### src/rtl/b2da_pkg.sv
// ----------------------------------------------------------------------------
// b2da_pkg
// Shared types, widths and tables for the binary to decimal ASCII converter.
// ----------------------------------------------------------------------------
package b2da_pkg;

  localparam int VALUE_W    = 16;
  localparam int CHAR_W     = 6;
  localparam int DIGIT_W    = 4;
  localparam int NUM_DIGITS = 5;
  localparam int POS_W      = 3;
  localparam int MULT_W     = 17;

  localparam logic [CHAR_W-1:0] ASCII_ZERO = 6'd48;

  // Row k holds d * 10^k for d = 0 to 9.
  localparam logic [MULT_W-1:0] POW_MULT [NUM_DIGITS][10] = '{
    '{17'd0, 17'd1, 17'd2, 17'd3, 17'd4, 17'd5, 17'd6, 17'd7, 17'd8, 17'd9},
    '{17'd0, 17'd10, 17'd20, 17'd30, 17'd40, 17'd50, 17'd60, 17'd70, 17'd80,
      17'd90},
    '{17'd0, 17'd100, 17'd200, 17'd300, 17'd400, 17'd500, 17'd600, 17'd700,
      17'd800, 17'd900},
    '{17'd0, 17'd1000, 17'd2000, 17'd3000, 17'd4000, 17'd5000, 17'd6000,
      17'd7000, 17'd8000, 17'd9000},
    '{17'd0, 17'd10000, 17'd20000, 17'd30000, 17'd40000, 17'd50000,
      17'd60000, 17'd70000, 17'd80000, 17'd90000}
  };

  typedef enum logic {
    ST_IDLE,
    ST_CONVERT
  } state_t;

  typedef struct packed {
    logic load;
    logic step;
  } cmd_t;

  typedef struct packed {
    logic out_valid;
    logic last_pos;
  } status_t;

endpackage

### src/rtl/b2da_ctrl.sv
// ----------------------------------------------------------------------------
// b2da_ctrl
// Controller that loads an item and steps the datapath once per digit place.
// ----------------------------------------------------------------------------
module b2da_ctrl (
  input  logic              clk,
  input  logic              rst,
  input  logic              in_valid,
  output logic              in_ready,
  input  logic              out_ready,
  input  b2da_pkg::status_t status,
  output b2da_pkg::cmd_t    cmd
);

  b2da_pkg::state_t state;
  b2da_pkg::state_t state_next;
  logic             can_step;

  assign can_step = !status.out_valid || out_ready;

  always_ff @(posedge clk) begin
    if (rst) begin
      state <= b2da_pkg::ST_IDLE;
    end else begin
      state <= state_next;
    end
  end

  always_comb begin
    state_next = state;
    unique case (state)
      b2da_pkg::ST_IDLE: begin
        if (in_valid) begin
          state_next = b2da_pkg::ST_CONVERT;
        end
      end
      b2da_pkg::ST_CONVERT: begin
        if (can_step && status.last_pos) begin
          state_next = b2da_pkg::ST_IDLE;
        end
      end
      default: state_next = b2da_pkg::ST_IDLE;
    endcase
  end

  always_comb begin
    in_ready = 1'b0;
    cmd      = '0;
    unique case (state)
      b2da_pkg::ST_IDLE: begin
        in_ready = 1'b1;
        cmd.load = in_valid;
      end
      b2da_pkg::ST_CONVERT: begin
        cmd.step = can_step;
      end
      default: begin
        in_ready = 1'b0;
      end
    endcase
  end

endmodule

### src/rtl/b2da_datapath.sv
// ----------------------------------------------------------------------------
// b2da_datapath
// Remainder register, digit extraction per decimal place and output register.
// ----------------------------------------------------------------------------
module b2da_datapath (
  input  logic                            clk,
  input  logic                            rst,
  input  b2da_pkg::cmd_t                  cmd,
  input  logic [b2da_pkg::VALUE_W-1:0]    value,
  input  logic                            out_ready,
  output logic                            out_valid,
  output logic [b2da_pkg::CHAR_W-1:0]     digit_char,
  output logic                            last,
  output b2da_pkg::status_t               status
);

  logic [b2da_pkg::VALUE_W-1:0] rem;
  logic [b2da_pkg::POS_W-1:0]   pos;
  logic                         started;
  logic [b2da_pkg::DIGIT_W-1:0] digit;
  logic [b2da_pkg::MULT_W-1:0]  sub;
  logic [b2da_pkg::MULT_W-1:0]  rem_ext;
  logic                         emit;

  assign rem_ext = {1'b0, rem};

  always_comb begin
    digit = '0;
    for (int d = 1; d < 10; d++) begin
      if (rem_ext >= b2da_pkg::POW_MULT[pos][d]) begin
        digit = b2da_pkg::DIGIT_W'(d);
      end
    end
  end

  assign sub  = b2da_pkg::POW_MULT[pos][digit];
  assign emit = (digit != '0) || started || (pos == '0);

  always_ff @(posedge clk) begin
    if (cmd.load) begin
      rem     <= value;
      pos     <= b2da_pkg::POS_W'(b2da_pkg::NUM_DIGITS - 1);
      started <= 1'b0;
    end else if (cmd.step) begin
      rem     <= b2da_pkg::VALUE_W'(rem_ext - sub);
      pos     <= pos - b2da_pkg::POS_W'(1);
      started <= started | emit;
    end
  end

  always_ff @(posedge clk) begin
    if (rst) begin
      out_valid <= 1'b0;
    end else if (cmd.step && emit) begin
      out_valid <= 1'b1;
    end else if (out_ready) begin
      out_valid <= 1'b0;
    end
  end

  always_ff @(posedge clk) begin
    if (cmd.step && emit) begin
      digit_char <= b2da_pkg::ASCII_ZERO + {2'b00, digit};
      last       <= (pos == '0);
    end
  end

  assign status.out_valid = out_valid;
  assign status.last_pos  = (pos == '0);

endmodule

### src/rtl/binary_to_decimal_ascii.sv
// ----------------------------------------------------------------------------
// binary_to_decimal_ascii
// Converts an unsigned 16-bit value to ASCII decimal digits, most significant
// first, with leading zeros suppressed and a flag on the final digit.
// ----------------------------------------------------------------------------
//   Channel  Handshake             Payload
//   input    in_valid / in_ready   value[15:0]
//   output   out_valid / out_ready digit_char[5:0], last
//
// Each item is accepted in the idle state and then takes one step for each
// decimal place, from ten thousands down to units.
// Suppressed leading zeros still take their step.
// A step waits while the output register holds a digit that is not taken.
// Synchronous reset clears the controller and the output valid flag.
// ----------------------------------------------------------------------------
module binary_to_decimal_ascii (
  input  logic                            clk,
  input  logic                            rst,
  input  logic                            in_valid,
  output logic                            in_ready,
  input  logic [b2da_pkg::VALUE_W-1:0]    value,
  output logic                            out_valid,
  input  logic                            out_ready,
  output logic [b2da_pkg::CHAR_W-1:0]     digit_char,
  output logic                            last
);

  b2da_pkg::cmd_t    cmd;
  b2da_pkg::status_t status;

  b2da_ctrl u_ctrl (
    .clk       (clk),
    .rst       (rst),
    .in_valid  (in_valid),
    .in_ready  (in_ready),
    .out_ready (out_ready),
    .status    (status),
    .cmd       (cmd)
  );

  b2da_datapath u_datapath (
    .clk        (clk),
    .rst        (rst),
    .cmd        (cmd),
    .value      (value),
    .out_ready  (out_ready),
    .out_valid  (out_valid),
    .digit_char (digit_char),
    .last       (last),
    .status     (status)
  );

  a_busy_after_accept: assert property (
    @(posedge clk) disable iff (rst)
    in_valid && in_ready |=> !in_ready
  ) else $error("input ready stayed high after an item was accepted");

  a_digit_range: assert property (
    @(posedge clk) disable iff (rst)
    out_valid |-> digit_char >= b2da_pkg::ASCII_ZERO &&
                  digit_char <= b2da_pkg::ASCII_ZERO + 6'd9
  ) else $error("output character is not a decimal digit");

  a_last_on_finish: assert property (
    @(posedge clk) disable iff (rst)
    $past(!rst) && $rose(in_ready) |-> out_valid && last
  ) else $error("conversion finished without a final digit pending");

endmodule

### config.mk
export PLATFORM = sky130hd
export DESIGN_NAME = binary_to_decimal_ascii
export DESIGN_NICKNAME = d
export VERILOG_FILES = /design/src/rtl/b2da_pkg.sv /design/src/rtl/b2da_ctrl.sv /design/src/rtl/b2da_datapath.sv /design/src/rtl/binary_to_decimal_ascii.sv
export SDC_FILE = /design/constraint.sdc
export NUM_CORES = 1
export LEC_CHECK = 0
export BUFFER_PORTS_ARGS = -buffer_cell sky130_fd_sc_hd__buf_2
export CAP_MARGIN = 40
export CORE_MARGIN = 1
export CORE_UTILIZATION = 62
export CTS_CLUSTER_DIAMETER = 30
export DETAILED_ROUTE_END_ITERATION = 8
export MAX_ROUTING_LAYER = met4
export PLACE_DENSITY = 0.77
export SYNTH_ARGS = -nofsm -noshare
export SYNTH_HDL_FRONTEND = slang
export SYNTH_SLANG_ARGS = --single-unit
### constraint.sdc
create_clock -name clk -period 7.1 [get_ports clk]
set_clock_uncertainty 0.15 [all_clocks]
set_input_delay 0 -clock clk [delete_from_list [all_inputs] [get_ports clk]]
set_output_delay 0 -clock clk [all_outputs]
set_load 0.01 [all_outputs]
==> summary.txt <==
Logic synthesis
  • Post-synth EDFFs: 21
  • YS warnings: 0
  • Post-synthesis mux area share: 1.32%
  • FF+latch count, synth: 27
  • Area share of and/or/nand/nor cells after synthesis: 21.0%
  • Count of different cell masters after synthesis: 71
  • Synth Area in XOR/XNOR: 2.04%
  • Ys flop type: edfxtp_1
  • Main combinational cell family by area after synthesis: compound AO/OA/AOI/OAI gates
  • Sequential fraction of the synthesis area: 15.9%
  • Syn_area_per_cell: 7.88 sq um
  • Compound-Gate Fraction of Synth Area: 29.6%
  • Mapped Cells: 601
  • Synth Area in Adders: 25.5%
  • Asr flop ratio synth: 0%
  • Post-Syn Area: 0.00473 sq mm

Clocking
  • Total CTS buffers: 3
  • Clock Tree Root: clkbuf_8
  • Clock Sinks: 27
  • TritonCTS clock tree: done
  • Clk slew on worst S/H paths: 0.10 ns
  • Clk buf depth: 2
  • Worst-Skew Late Latency: 0.28 ns
  • Htree depth: 1

Setup path
  • CP arrival: 6.61 ns
  • Crit start category: register
  • Critical Path Fanout Max: 8
  • Reg-to-reg slack, setup: 0.38 ns
  • Largest stage delay on the critical path: 0.54 ns
  • Critical Path Slowest Stage Cell: or4_4
  • Worst Path Required: 6.99 ns
  • CP Class: reg -> reg
  • CP endpoint kind: register

Die
  • Std cell rows: 31
  • Initial Util: 64.6%
  • Core Box Area: 0.00733 sq mm
  • Die ar.: 0.00799 sq mm
  • Ports: 29
  • Die Span X: 89.4 um
  • Die height: 89.4 um

Hold path
  • Hold Crit Class: in -> reg

Final layout
  • Fillcell total: 566
  • Fin area: 0.00543 sq mm
  • Area Growth Syn to Fin: 14.6%
  • Final core utilization: 74.0%
  • N_diodes: 0
  • Commonest non-fill, non-tap cell in the layout: ha_1
  • Most frequent cells in the layout: 94 x ha_1, 54 x a21oi_1, 44 x nand2_1, 40 x o21ai_0, 37 x nor2_1
  • Multi-input logic area: 0.00380 sq mm
  • Final layout net count: 779
  • Share of layout cells above drive strength 1: 14.2%
  • Reg area: 754 sq um

GRT
  • Largest net degree at the start of global routing: 22
  • Number of global-route vias before repair: 5052
  • Total congestion overflow: 0
  • Global-route wire length before repair: 25100 um
  • Antenna violations before repair: 0
  • All-Layer GR Usage: 42.7%

STA
  • Final Slew Violations: 0
  • Fin crit period: 6.72 ns
  • Fin crit share: 94.7%
  • Final setup violation count: 0
  • Slew Limit Headroom: 44.9%
  • Final Hold Fails: 0
  • Max Clock Freq: 0.149 GHz
  • Worst Tran Pin Value: 0.824 ns

Detailed routing
  • Vias per inst: 6.94
  • Pre-antenna DRT Iters: 8
  • Via count: 5281
  • WL/cell: 21.0 um
  • Drc violations: 0
  • Total wire length: 16000 um
  • Antenna viol nets, final: 0
  • DRT iter0 DRCs: 472

Place
  • Hpwl dp: 12000 um
  • Port Buffers: 26
  • Area after DPL: 0.00517 sq mm
  • RD Place Congestion: 1.00

Flow run
  • Max Cap Viol: 0

Outcome
  • Outcome: completed
## final timing paths
check | start | to | cells past startpoint
setup reg to reg | u_datapath.pos[0]$_SDFFE_PP0P_ | u_datapath.rem[14]$_DFFE_PP_ | 28
hold reg to reg | u_datapath.started$_SDFFE_PP0P_ | u_datapath.started$_SDFFE_PP0P_ | 2
setup / recovery | u_datapath.pos[0]$_SDFFE_PP0P_ | u_datapath.rem[14]$_DFFE_PP_ | 28
hold / removal | value[15] | u_datapath.rem[15]$_DFFE_PP_ | 3
## state kept, by name, indices dropped and copies added, names as in the netlist
signal / count
u_datapath.last: 1
u_datapath.digit_char: 4
u_ctrl.state: 1
u_datapath.pos: 3
u_datapath.started: 1
u_datapath.out_valid: 1
u_datapath.rem: 16
## kinds of logic after synthesis
logic type	count (synthesis)
mux	6
other cells	1
buf+inv	54
xor+xnor	11
flops	27
simple gates	193
fa+ha+maj	96
compound gates	213
## layout make-up
class	count	share of cell area (%)
multi-input cells	521	70.1
flip-flops and latches	27	13.9
repair buffers	79	10.7
well taps	99	2.28
inverters	31	2.14
clock buffers	4	0.830
## per-stage QoR
step / std cells / setup WS, ns / TNS, ns / hold WS (ns)
2_1_floorplan: 602 / 0.760 / 0 / -0.0809
3_3_place_gp: 739 / 0.223 / 0 / 0.0223
3_5_place_dp: 739 / 0.107 / 0 / 0.0256
4_1_cts: 760 / 0.0541 / 0 / 0.00413
5_1_grt: 761 / -0.0933 / -0.0933 / 0.0400
6_report: 761 / 0.379 / 0 / 0.0311
## layer usage
metal  track usage [%]  routed length, um  up-vias
met5                 -                  0        -
met4              22.7                761        0
met3              8.22               1460       74
met2              67.1               7210      311
met1              51.6               6540     2457
li1                  -                  -     2439
## repair_timing
action,CTS,global route
buffers inserted,0,1
setup endpoints to repair,0,6
hold buffers,17,0
resized for setup,0,20
endpoints found under the hold margin,17,0
## cell usage after synthesis, drive strengths merged, types with 6 or more instances
cell type | instances | area share, %
nand4 | 8 | 1.1
dfxtp | 6 | 2.5
ha | 95 | 25
o211ai | 9 | 1.4
a211o | 7 | 1.3
o21a | 11 | 1.7
a21oi | 56 | 6.0
inv | 30 | 2.4
nor3 | 23 | 2.7
xnor2 | 6 | 1.1
o31ai | 10 | 1.6
a31oi | 8 | 1.1
nor2 | 40 | 3.2
nor2b | 10 | 1.3
nand2b | 11 | 1.5
nand2 | 45 | 3.7
buf | 6 | 0.71
or3 | 6 | 0.79
o21ai | 44 | 4.7
edfxtp | 21 | 13
a211oi | 16 | 2.5
clkbuf | 17 | 1.3
nand3 | 20 | 2.1
a21o | 12 | 1.9
## critical path: cells and delay by family (launching register included)
kind / cells / cell delay (ns)
buffers and inverters: 5 / 0.77
flip-flops: 1 / 0.39
AND/OR/NAND/NOR: 4 / 1.07
AO/OA/AOI/OAI: 15 / 2.82
adder cells (fa/ha/maj): 4 / 1.25
Power is not shown: default switching activity piles up to over one toggle a cycle in this logic, so the estimate is an artifact.
